<file path="config.mk">
export PLATFORM = sky130hd
export DESIGN_NAME = hdm_cordic
export DESIGN_NICKNAME = d
export VERILOG_FILES = /design/src/hdm_pkg.sv /design/src/hdm_cordic.sv
export SDC_FILE = /design/constraint.sdc
export NUM_CORES = 2
export LEC_CHECK = 0
export BUFFER_PORTS_ARGS = -buffer_cell sky130_fd_sc_hd__buf_4
export CAP_MARGIN = 20
export CORE_MARGIN = 2
export CORE_UTILIZATION = 55
export DETAILED_ROUTE_END_ITERATION = 8
export PLACE_DENSITY = 0.81
export SETUP_SLACK_MARGIN = 0.05
export SYNTH_ARGS = -nofsm -noshare
export SYNTH_HDL_FRONTEND = slang
export SYNTH_SLANG_ARGS = --single-unit
</file>
<file path="constraint.sdc">
create_clock -name clock -period 6.2 [get_ports clock]
set_clock_uncertainty 0.1 [all_clocks]
set_input_delay 1.24 -clock clock [delete_from_list [all_inputs] [get_ports clock]]
set_output_delay 1.24 -clock clock [all_outputs]
set_load 0.01 [all_outputs]
</file>
<file path="src/hdm_pkg.sv">
`timescale 1ns / 1ps
// ----------------------------------------------------------------------------
// Holonomic drive mixer package
// Field widths, fixed-point constants, register codes and stage structures.
// ----------------------------------------------------------------------------
package hdm_pkg;

   localparam int ANGLE_W    = 15;
   localparam int MAG_W      = 16;
   localparam int YAW_W      = 16;
   localparam int MODE_W     = 3;
   localparam int WHEEL_W    = 16;
   localparam int MSG_W      = 16;
   localparam int TS_W       = 16;
   localparam int RPM_W      = 10;
   localparam int MSCALE_W   = 8;
   localparam int CSR_IDX_W  = 2;
   localparam int CSR_DATA_W = 16;

   localparam int ZW     = 32;
   localparam int XW     = 33;
   localparam int DEN_W  = 33;
   localparam int NUM_W  = 48;
   localparam int QUO_W  = 17;
   localparam int ATAN_LEN = 24;

   localparam logic signed [ZW-1:0] PI_Q28      = 32'sd843314857;
   localparam logic signed [ZW-1:0] HALF_PI_Q28 = 32'sd421657428;
   localparam logic signed [XW-1:0] GAIN_Q30    = 33'sd652032874;

   localparam logic signed [ZW-1:0] ATAN_Q28 [ATAN_LEN] = '{
      32'sd210828714, 32'sd124459457, 32'sd65760959, 32'sd33381290,
      32'sd16755422,  32'sd8385879,   32'sd4193963,  32'sd2097109,
      32'sd1048571,   32'sd524287,    32'sd262144,   32'sd131072,
      32'sd65536,     32'sd32768,     32'sd16384,    32'sd8192,
      32'sd4096,      32'sd2048,      32'sd1024,     32'sd512,
      32'sd256,       32'sd128,       32'sd64,       32'sd32
   };

   localparam logic [TS_W-1:0]     TURN_SCALE_RESET    = 16'd39322;
   localparam logic [RPM_W-1:0]    RPM_SCALE_RESET     = 10'd200;
   localparam logic [MSCALE_W-1:0] MESSAGE_SCALE_RESET = 8'd50;

   typedef enum logic [CSR_IDX_W-1:0] {
      CSR_TURN_SCALE    = 2'd0,
      CSR_RPM_SCALE     = 2'd1,
      CSR_MESSAGE_SCALE = 2'd2
   } csr_index_type;

   typedef struct packed {
      logic                     valid;
      logic                     zero_den;
      logic signed [MAG_W-1:0]  mag;
      logic signed [YAW_W-1:0]  yaw;
      logic [MODE_W-1:0]        mode;
      logic signed [XW-1:0]     sin_v;
      logic signed [XW-1:0]     cos_v;
      logic [QUO_W-1:0]         disp;
      logic [QUO_W-1:0]         turn;
   } mix_in_type;

   typedef struct packed {
      logic                      valid;
      logic signed [WHEEL_W-1:0] wheel_one;
      logic signed [WHEEL_W-1:0] wheel_two;
      logic signed [WHEEL_W-1:0] wheel_three;
      logic signed [WHEEL_W-1:0] wheel_four;
      logic [MSG_W-1:0]          message_word;
      logic [MODE_W-1:0]         message_mode;
   } mix_out_type;

   function automatic logic signed [15:0] sat16(input logic signed [31:0] v);
      logic signed [15:0] r;
      if (v > 32'sd32767) begin
         r = 16'sh7fff;
      end else if (v < -32'sd32768) begin
         r = 16'sh8000;
      end else begin
         r = v[15:0];
      end
      return r;
   endfunction

endpackage

</file>
<file path="src/hdm_cordic.sv">
`timescale 1ns / 1ps
// ----------------------------------------------------------------------------
// Pipelined CORDIC sine and cosine
// One rotation step per stage; later stages only carry the vector along.
// ----------------------------------------------------------------------------
module hdm_cordic #(
   parameter int STEPS  = 16,
   parameter int STAGES = 17
) (
   input  logic                         clock,
   input  logic                         en,
   input  logic signed [hdm_pkg::ZW-1:0] z_in,
   input  logic                         neg_in,
   output logic signed [hdm_pkg::XW-1:0] sin_out,
   output logic signed [hdm_pkg::XW-1:0] cos_out
);
   import hdm_pkg::*;

   logic signed [XW-1:0] x_ff [STAGES];
   logic signed [XW-1:0] y_ff [STAGES];
   logic signed [ZW-1:0] z_ff [STAGES];
   logic                 neg_ff [STAGES];

   for (genvar i = 0; i < STAGES; i++) begin : g_stage
      logic signed [XW-1:0] x_prev, y_prev, x_in, y_in;
      logic signed [ZW-1:0] z_prev, z_in_s;
      logic                 neg_prev;

      if (i == 0) begin : g_first
         assign x_prev   = GAIN_Q30;
         assign y_prev   = '0;
         assign z_prev   = z_in;
         assign neg_prev = neg_in;
      end else begin : g_next
         assign x_prev   = x_ff[i-1];
         assign y_prev   = y_ff[i-1];
         assign z_prev   = z_ff[i-1];
         assign neg_prev = neg_ff[i-1];
      end

      if (i < STEPS) begin : g_rot
         always_comb begin
            if (z_prev >= 0) begin
               x_in   = x_prev - (y_prev >>> i);
               y_in   = y_prev + (x_prev >>> i);
               z_in_s = z_prev - ATAN_Q28[i];
            end else begin
               x_in   = x_prev + (y_prev >>> i);
               y_in   = y_prev - (x_prev >>> i);
               z_in_s = z_prev + ATAN_Q28[i];
            end
         end
      end else begin : g_hold
         assign x_in   = x_prev;
         assign y_in   = y_prev;
         assign z_in_s = z_prev;
      end

      always_ff @(posedge clock) begin
         if (en) begin
            x_ff[i]   <= x_in;
            y_ff[i]   <= y_in;
            z_ff[i]   <= z_in_s;
            neg_ff[i] <= neg_prev;
         end
      end
   end

   assign sin_out = neg_ff[STAGES-1] ? -y_ff[STAGES-1] : y_ff[STAGES-1];
   assign cos_out = neg_ff[STAGES-1] ? -x_ff[STAGES-1] : x_ff[STAGES-1];

endmodule

</file>
==> reports/metrics.sh <==
YOSYS_WARNINGS=0
SYNTH_SEQUENTIAL_AREA_RATIO=0.3645
TIMING.MAX_SLEW.REL_SLACK=0.2095
POSTSYNTH.ASYNCRESETSHARE=0
SHARE_OF_LAYOUT_CELLS_ABOVE_DRIVE_STRENGTH_1=0.05113
TIMING_WORST_SETUP_PATH_TYPE='reg2out'
WORSTPATHMAXFANOUT=4
GRT_START_MAX_NET_PINS=164
FLOORPLAN.IO_PINS=101
CORE_AREA_UM2=212300
FAILED_CHECKS='DRC'
GRT_USE_MET1=0.2628
POST_SYNTHESIS_INSTANCE_TOTAL=12120
DRC_ERRORS=2
CLOCK_TREE.HTREE_LEVEL_COUNT=4
R2R-END='x_ff[0][326]'
HOLDPATHSTAGES=0
FINISH.NET_COUNT=13710
R2R_START='y_ff[0][279]'
INITIAL_STANDARD_CELL_UTILIZATION_OF_THE_CORE=0.5541
MOSTFREQUENTLAYOUTCELL='edfxtp_1'
TIMING.MAX_CAP.VIOLATIONS=0
TOTAL_CLOCK_BUFFERS_CREATED_BY_CTS=168
GR-MAX-USAGE-LAYER='met2'
CLOCK-ROOT-BUFFER='clkbuf_16'
SETUP.WORST_PATH.END_CLASS='output port'
MAX_CLOCK_FREQ_MHz=172.5
POST_SYNTH_EDFFS=1428
STATUS='complete, but fails checks'
NETLIST_AREA_UM2=117600
POST-ROUTE-MIN-PERIOD_NS=5.798
NUMCLOCKSINKS=1428
CLOCK_TREE.BUFFER_DEPTH=3
VIAS_AFTER_DETAILED_ROUTING=94320
CRITICAL_PATH.STARTPOINT_TYPE='flip-flop'
YS.FLOP_TYPE='edfxtp_1'
CTSHOLDBUFFERS=0
DIE_X_UM=466.5
NUM_ROWS=169
SETUP-TNS-FINAL_NS=0
FP.DIEH_UM=466.5
GP_CONGESTION=1.042
CLOCK_INSERTION_DELAY_WORST_SKEW_NS=0.86
ENDPOINT_WORST_HOLD='z_ff[0][398]'
MAPPEDNETLISTNETS=13500
REG2REG_SETUP_SLACK_NS=0.58
VIA_PER_INST=6.163
HP-CLASS='reg2reg'
WIRELENGTH_MM=340.1
DP.CELLS=14990
YS_TOP_CELLS_BY_AREA='edfxtp_1 (36%), ha_1 (14%), xnor2_1 (8.4%)'
SUM_OF_OVERFLOW_ACROSS_ALL_LAYERS_AFTER_GLOBAL_ROUTING=0
USE_MET2=0.5981
LAYOUTNONFILLERINSTCOUNT=15310
ITERATION_0_DRC_MARKERS=5937
NUMBER_OF_ITERATIONS_IN_THE_FIRST_DETAILED_ROUTING_PASS=7
CTS_TREE='yes'
POST_SYNTH.CELL_AREA_AVG_UM2=9.706
POSTLAYOUTCOREUTIL=0.6032
FINAL-HOLD-VIOLATION-COUNT=0
PORT_BUFFERS=100
VIA_COUNT_OF_THE_FIRST_GLOBAL_ROUTING_PASS=95530
FLOORPLAN.DIE_AREA_UM2=217600
LIBRARY_CELL_OCCUPYING_THE_MOST_AREA_IN_THE_POST_SYNTHESIS_NETLIST='edfxtp_1'
WORST_EP_ARRIVAL_TIME_NS=4.46
CTS_SETUP_BUFFERS=0
AREA_GROWTH_SYN_TO_LAYOUT_PCT=8.870
RSZ_0062_RAISED_AFTER_GLOBAL_ROUTING='no'
CTS-RESIZED-GATES=0
DRTANTENNAVIOLNETS=0
FINAL_CRITICAL_PATH_SHARE_OF_THE_CLOCK_PERIOD=0.9352
WORST-ENDPOINT-REQUIRED_NS=4.86
WORST_HOLD_SLACK_NS=0.3138
CRIT_START='y_ff[0][531]'
GRT_PASS1_WL_MM=519.8
FILL_CELLS=17360
HPWL_MM=273.5
WORST_SLEW_PIN_SLEW_NS=1.173
R2R.WORST_PATH.CELLS=16
SYNTH_CELL_TYPE_COUNT=86
FINAL_CELL_MIX='edfxtp_1 (1,428), ha_1 (1,297), xnor2_1 (1,126)'
GRT_UTIL_ALL_LAYERS=0.3066
GLOBALROUTEMET3UTIL=0.03584
SYNTH.FF_LATCH_COUNT=1428
ANTENNA_FOUND_INITIAL=5
SETUP_VIOLATIONS=0
FINAL-MAX-SLEW-VIOLATION-COUNT=0
YOSYSTOPAREACELLSHARE=0.3645
HOLD_PATH_STARTPOINT='z_ff[0][366]'
CLKTRANSATPATHREGS_NS=0.06
DETAIL_ROUTE.WL_PER_CELL_UM=22.22
routing by layer:
| metal | wire, µm | up-vias | part of all wire |
|---|---|---|---|
| li1 | - | 45890 | - |
| met1 | 108500 | 44530 | 0.32 |
| met2 | 181600 | 2690 | 0.53 |
| met3 | 11130 | 1216 | 0.033 |
| met4 | 38890 | 4 | 0.11 |
| met5 | 26 | - | 0.000076 |
synth_stat cells (all sizes together), types with 247 or more instances:
master and instances:
a21o 454, a21oi 963, edfxtp 1428, ha 1297, inv 558, nand2 714
nand3 247, nor2 865, nor3 266, o21ai 786, xnor2 1126, xor2 608
flip-flops by register name, indices dropped and copies added (netlist names):
signal  cells
x_ff      503
y_ff      529
neg_ff     17
z_ff      379
per-stage QoR:
stage / instance area, µm² / worst slack [ns]
floorplan: 117600 / 1.121
global placement: 122400 / 0.5544
detailed placement: 122400 / 0.6187
CTS: 128000 / 0.2998
global route: 128100 / 0.08833
finish: 128100 / 0.4019
logic make-up after synthesis:
| family | share of synthesized area |
|---|---|
| AOI/OAI and AO/OA | 0.1992 |
| xor gates and xnor gates | 0.1291 |
| adders and majority gates | 0.1454 |
| buffers and inverters | 0.02401 |
| DFF | 0.3645 |
| muxes | 0.003340 |
| and+or+nand+nor | 0.1343 |
critical path, stage by stage, from the launching register on:
cell,delay [ns]
edfxtp_1,0.42
nor4_1,0.56
nand3_1,0.25
or3_1,0.42
or3_1,0.42
or3_1,0.38
or4_1,0.49
o41ai_1,0.34
xnor2_1,0.18
buf_4,0.16
worst max-delay path by stage:
stage / depth (start not counted) / endpoint
after detailed placement: 18 / x_ff[0][327]
after floorplan: 17 / x_ff[0][327]
after CTS: 9 / sin_out[30]
after global routing: 9 / sin_out[30]
final: 9 / sin_out[30]
after global placement: 16 / x_ff[0][326]
cell type report:
| class | count | area [µm²] | share of cell area |
|---|---|---|---|
| well taps | 2821 | 3530 | 0.02756 |
| repair buffers | 237 | 1924 | 0.01503 |
| inverters | 560 | 2102 | 0.01641 |
| multi-input cells | 9942 | 71930 | 0.5617 |
| diodes | 7 | 17.52 | 0.0001368 |
| flip-flops and latches | 1428 | 42880 | 0.3348 |
| clock buffers | 199 | 4363 | 0.03407 |
| clock inverters | 111 | 1316 | 0.01028 |
Power is not shown: default switching activity piles up to over one toggle a cycle in this logic, so the estimate is an artifact.
