## config.mk

```make
export PLATFORM = sky130hd
export DESIGN_NAME = hdm_divider
export DESIGN_NICKNAME = d
export VERILOG_FILES = /design/src/hdm_pkg.sv /design/src/hdm_divider.sv
export SDC_FILE = /design/constraint.sdc
export NUM_CORES = 2
export LEC_CHECK = 0
export BUFFER_PORTS_ARGS = -buffer_cell sky130_fd_sc_hd__buf_4
export CAP_MARGIN = 20
export CORE_ASPECT_RATIO = 0.8
export CORE_MARGIN = 2
export CORE_UTILIZATION = 40
export DETAILED_ROUTE_END_ITERATION = 7
export GPL_ROUTABILITY_DRIVEN = 0
export SLEW_MARGIN = 10
export SYNTH_ARGS = -nofsm -noshare
export SYNTH_HDL_FRONTEND = slang
export SYNTH_SLANG_ARGS = --single-unit
```

## constraint.sdc

```tcl
create_clock -name clock -period 5.5 [get_ports clock]
set_input_delay 0.825 -clock clock [delete_from_list [all_inputs] [get_ports clock]]
set_output_delay 0.825 -clock clock [all_outputs]
set_load 0.005 [all_outputs]
```

## src/hdm_pkg.sv

```systemverilog
`timescale 1ns / 1ps
// ----------------------------------------------------------------------------
// Holonomic drive mixer package
// Field widths, fixed-point constants, register codes and stage structures.
// ----------------------------------------------------------------------------
package hdm_pkg;

   localparam int ANGLE_W    = 15;
   localparam int MAG_W      = 16;
   localparam int YAW_W      = 16;
   localparam int MODE_W     = 3;
   localparam int WHEEL_W    = 16;
   localparam int MSG_W      = 16;
   localparam int TS_W       = 16;
   localparam int RPM_W      = 10;
   localparam int MSCALE_W   = 8;
   localparam int CSR_IDX_W  = 2;
   localparam int CSR_DATA_W = 16;

   localparam int ZW     = 32;
   localparam int XW     = 33;
   localparam int DEN_W  = 33;
   localparam int NUM_W  = 48;
   localparam int QUO_W  = 17;
   localparam int ATAN_LEN = 24;

   localparam logic signed [ZW-1:0] PI_Q28      = 32'sd843314857;
   localparam logic signed [ZW-1:0] HALF_PI_Q28 = 32'sd421657428;
   localparam logic signed [XW-1:0] GAIN_Q30    = 33'sd652032874;

   localparam logic signed [ZW-1:0] ATAN_Q28 [ATAN_LEN] = '{
      32'sd210828714, 32'sd124459457, 32'sd65760959, 32'sd33381290,
      32'sd16755422,  32'sd8385879,   32'sd4193963,  32'sd2097109,
      32'sd1048571,   32'sd524287,    32'sd262144,   32'sd131072,
      32'sd65536,     32'sd32768,     32'sd16384,    32'sd8192,
      32'sd4096,      32'sd2048,      32'sd1024,     32'sd512,
      32'sd256,       32'sd128,       32'sd64,       32'sd32
   };

   localparam logic [TS_W-1:0]     TURN_SCALE_RESET    = 16'd39322;
   localparam logic [RPM_W-1:0]    RPM_SCALE_RESET     = 10'd200;
   localparam logic [MSCALE_W-1:0] MESSAGE_SCALE_RESET = 8'd50;

   typedef enum logic [CSR_IDX_W-1:0] {
      CSR_TURN_SCALE    = 2'd0,
      CSR_RPM_SCALE     = 2'd1,
      CSR_MESSAGE_SCALE = 2'd2
   } csr_index_type;

   typedef struct packed {
      logic                     valid;
      logic                     zero_den;
      logic signed [MAG_W-1:0]  mag;
      logic signed [YAW_W-1:0]  yaw;
      logic [MODE_W-1:0]        mode;
      logic signed [XW-1:0]     sin_v;
      logic signed [XW-1:0]     cos_v;
      logic [QUO_W-1:0]         disp;
      logic [QUO_W-1:0]         turn;
   } mix_in_type;

   typedef struct packed {
      logic                      valid;
      logic signed [WHEEL_W-1:0] wheel_one;
      logic signed [WHEEL_W-1:0] wheel_two;
      logic signed [WHEEL_W-1:0] wheel_three;
      logic signed [WHEEL_W-1:0] wheel_four;
      logic [MSG_W-1:0]          message_word;
      logic [MODE_W-1:0]         message_mode;
   } mix_out_type;

   function automatic logic signed [15:0] sat16(input logic signed [31:0] v);
      logic signed [15:0] r;
      if (v > 32'sd32767) begin
         r = 16'sh7fff;
      end else if (v < -32'sd32768) begin
         r = 16'sh8000;
      end else begin
         r = v[15:0];
      end
      return r;
   endfunction

endpackage

```

## src/hdm_divider.sv

```systemverilog
`timescale 1ns / 1ps
// ----------------------------------------------------------------------------
// Pipelined restoring divider
// One quotient bit per stage; later stages only carry the quotient along.
// ----------------------------------------------------------------------------
module hdm_divider #(
   parameter int STAGES = 17
) (
   input  logic                          clock,
   input  logic                          en,
   input  logic [hdm_pkg::NUM_W-1:0]     num_in,
   input  logic [hdm_pkg::DEN_W-1:0]     den_in,
   output logic [hdm_pkg::QUO_W-1:0]     quo_out
);
   import hdm_pkg::*;

   logic [DEN_W-1:0] rem_ff [STAGES];
   logic [NUM_W-1:0] num_ff [STAGES];
   logic [DEN_W-1:0] den_ff [STAGES];
   logic [QUO_W-1:0] quo_ff [STAGES];

   for (genvar i = 0; i < STAGES; i++) begin : g_stage
      logic [DEN_W-1:0] rem_prev, rem_in, den_prev;
      logic [NUM_W-1:0] num_prev;
      logic [QUO_W-1:0] quo_prev, quo_in;

      if (i == 0) begin : g_first
         assign rem_prev = DEN_W'(num_in >> QUO_W);
         assign num_prev = num_in;
         assign den_prev = den_in;
         assign quo_prev = '0;
      end else begin : g_next
         assign rem_prev = rem_ff[i-1];
         assign num_prev = num_ff[i-1];
         assign den_prev = den_ff[i-1];
         assign quo_prev = quo_ff[i-1];
      end

      if (i < QUO_W) begin : g_bit
         logic [DEN_W:0] trial;
         always_comb begin
            trial  = {rem_prev, num_prev[QUO_W-1-i]};
            quo_in = quo_prev;
            if (trial >= {1'b0, den_prev}) begin
               rem_in = DEN_W'(trial - {1'b0, den_prev});
               quo_in[QUO_W-1-i] = 1'b1;
            end else begin
               rem_in = trial[DEN_W-1:0];
            end
         end
      end else begin : g_hold
         assign rem_in = rem_prev;
         assign quo_in = quo_prev;
      end

      always_ff @(posedge clock) begin
         if (en) begin
            rem_ff[i] <= rem_in;
            num_ff[i] <= num_prev;
            den_ff[i] <= den_prev;
            quo_ff[i] <= quo_in;
         end
      end
   end

   assign quo_out = quo_ff[STAGES-1];

endmodule

```

==> results.md <==
* Beginning of the worst hold path: num_in[12]
* Synth warn at 0
* Final Slew Violations at 0
* Post-cts resize count at 0
* Max_cap viols at 0
* Largest area contributor in the netlist: edfxtp_1
* Num rows at 142
* Dpl cells at 9212
* Clock Latency Late Sink at 0.79 ns
* Psw at 0.0181 W
* Htree depth at 4
* Remaining antenna violation count after routing at 0
* Die H at 392 um
* Core area at 0.187 mm2
* Final Util at 44.9%
* Crit. End Element: register
* Detailed Routing Iterations Pass 1 at 6
* Overall Global Routing Usage at 17.5%
* Clock sink total at 1345
* Wire per inst at 17.9 um
* Min-delay worst type: input port to register
* FF-to-FF Start: num_ff[0][532]
* Non-Filler Instances at 9476
* Footprint of the multi-input gates at 0.0318 mm2
* Register Area at 0.0404 mm2
* Starting density of the core at 40.3%
* Main synth FF type: edfxtp_1
* TritonCTS clock tree: done
* Fill cell count at 17284
* EDFF count, synth at 1345
* Leakage power at 34.4 nW
* Clock tree buffer depth at 3
* Comb pwr share at 45.0%
* Die Wd at 490 um
* Post-CTS setup buffer count at 0
* Setup violators final at 0
* Critical path type: register to register
* Fraction of layout cells with a size suffix above 1 at 6.94%
* Global route overflow at 0
* Clk root buf: clkbuf_16
* Largest net degree at the start of global routing at 153
* Arr. time, crit path at 5.26 ns
* Yosys reg bits at 1345
* Routed WL at 170000 um
* Max Clk Rate at 0.212 GHz
* Vias in the first global route at 48571
* Worst relative slew slack at 27.1%
* CP startpoint: num_ff[0][532]
* Clock transition at the registers of the reported paths at 0.06 ns
* Worst-Margin Slew at 1.08 ns
* Int Pwr at 0.0298 W
* Mapped Area at 0.0754 mm2
* Initial antenna violation count at 3
* Area contributors post-synth: edfxtp_1 (54%), ha_1 (9.3%), a21oi_1 (3.7%)
* Final Hold Violating Endpoints at 0
* Sequential share of power at 34.8%
* IO Pins at 100
* Avg Cell Area, Syn at 11.3 um2
* DRC at 0
* Seq/Total Area, Yosys at 53.5%
* RSZ-0062 raised after global routing: no
* Crit Path Max Fanout at 27
* Cts hold-fix bufs at 0
* Total power at 0.0479 W
* Synth cell types at 88
* Via density at 5.33
* Worst IR Drop VDD at 285 uV
* CTS Buf Count at 148
* Routed via count at 50538
* Tcrit/Tclk final at 85.8%
* Antenna cell count at 0
* Status: complete, no violations
* First-pass GRT wire length at 269000 um
* Crit start category: register
* Total Die Area at 0.192 mm2
* Placed Area at 0.0794 mm2
* Fin Setup TNS at 0 ns
* DP Wirelength at 127000 um
* Buffers added on ports at 99
* P per Cell Area at 570 mW/mm2
* WP data required at 6.04 ns
* Sw frac at 37.7%
* Min Tclk post-route at 4.72 ns
* Asr flop ratio synth at 0%
* Cell area after layout at 0.0841 mm2
* Mapped Cells at 6698
* Clk network pwr share at 20.3%
* Top-area cell type share of the netlist area at 53.5%
* Syn nets at 7357
* Drt initial violations at 4334
* Nets@finish at 7502
* Skew final at 0.0303 ns
* Area Overhead vs Synth at 11.5%
## cells in the mapped netlist, drive strengths merged (12+ instances only)
cell type,count
xnor2,268
a21oi,559
clkbuf,142
nand3b,13
a41oi,15
nor2b,67
and2,36
or3,18
o211ai,28
or2,15
fa,16
o31ai,33
o21a,59
and3,56
xor2,178
nor2,319
mux2,189
buf,26
ha,560
edfxtp,1345
nand3,122
a31o,15
o41ai,14
a2111oi,13
o31a,13
nand2b,66
a221oi,16
o21ai,459
a211o,13
a21boi,17
nor3,62
a31oi,64
nor3b,12
a211oi,41
and4,16
inv,706
nand4,89
o21bai,71
nand2,514
nor4,15
a21o,296
## final timing paths
kind,to,slack (ns),depth (start not counted)
max,rem_ff[0][400],0.78,14
min,num_ff[0][12],0.21,1
max reg2reg,rem_ff[0][400],0.78,14
min reg2reg,num_ff[0][97],0.41,0
## logic make-up (layout without fill, tap and decap cells)
| logic type | count (synthesis) | count (layout) | synth area share [%] |
|---|---|---|---|
| multiplexers | 200 | 200 | 3.11 |
| AO/OA/AOI/OAI | 1818 | 1818 | 15.0 |
| flip-flops | 1345 | 1345 | 53.5 |
| adder cells (fa/ha/maj) | 576 | 576 | 9.71 |
| buffers and inverters | 874 | 1132 | 4.41 |
| XOR/XNOR | 446 | 446 | 5.18 |
| AND/OR/NAND/NOR | 1439 | 1439 | 9.04 |
## cell type report
cell class,count,share of cell area [%]
flip-flops and latches,1345,48.0
multi-input cells,4479,37.8
clock buffers,174,4.59
well taps,2520,3.75
inverters,706,3.15
repair buffers,163,1.63
clock inverters,89,1.03
## placed cells by master, fill, tap and decap left out, types with 14 or more instances in the layout
cell       netlist  layout
nand2_1        514     514
o21a_1          59      57
inv_1          697     697
nor4_1          15      15
o41ai_1         14      14
o21bai_1        71      71
o21ai_1        272     271
a31oi_1         64      62
clkbuf_16        0     151
mux2_2          32      32
and3_1          54      54
clkbuf_1       142      23
nor2_1         319     319
o211ai_1        28      28
mux2_4          28      28
a211oi_1        40      40
a21oi_1        558     553
ha_1           560     560
o21ai_0        186     186
nand4_1         89      89
and4_1          16      16
fa_1            16      16
mux2_1         129     129
xnor2_1        268     268
and2_1          36      36
o31ai_1         33      33
a21o_1         296     296
buf_4            0     151
xor2_1         178     178
a221oi_1        15      15
or3_1           18      18
nor3_1          62      62
nand2b_1        66      66
a41oi_1         15      15
nand3_1        122     122
clkinv_1         0      31
nor2b_1         67      67
clkinv_2         0      28
edfxtp_1      1345    1345
## metrics by stage
stage                     worst slack, ns  hold WS (ns)
final                               0.783         0.212
after global routing                0.553         0.149
after CTS                           0.843         0.140
after detailed placement            0.891         0.405
after global placement              0.898         0.400
after floorplan                      1.61         0.400
## flip-flops by register name, summed over array words and instances (netlist names)
| name | count |
|---|---|
| den_ff | 528 |
| num_ff | 136 |
| quo_ff | 153 |
| rem_ff | 528 |
## layer usage
| metal | vias to the layer above | global-route usage [%] | part of all wire, % | routed length (um) |
|---|---|---|---|---|
| met3 | 282 | 2.77 | 5.7 | 9650 |
| met4 | 0 | 5.22 | 2.7 | 4580 |
| met2 | 1404 | 26.1 | 42 | 71200 |
| met1 | 23990 | 26.2 | 50 | 84200 |
| li1 | 24862 | - | - | - |
| met5 | - | 0 | 0 | 0 |
## worst max-delay path, stage by stage, from the launching register on
cell and delay (ns):
edfxtp_1 0.36, inv_1 0.08, ha_1 0.16, inv_1 0.05, fa_1 0.42, a21o_1 0.18
a21oi_1 0.28, o221ai_1 0.25, a221o_1 0.46, a221o_1 0.45, a211o_1 0.39, a21oi_1 0.34
o21a_2 0.62, buf_4 0.30, o21ai_1 0.09
## power by group through the flow
stage	logic (W)	registers (W)	clock network, W
CTS	0.0213	0.0167	0.0100
global placement	0.0207	0.0169	0
finish	0.0215	0.0167	0.00971
floorplan	0.0165	0.0160	0
detailed placement	0.0211	0.0169	0
global route	0.0239	0.0169	0.0104
Power figures use the tool's default switching activity.
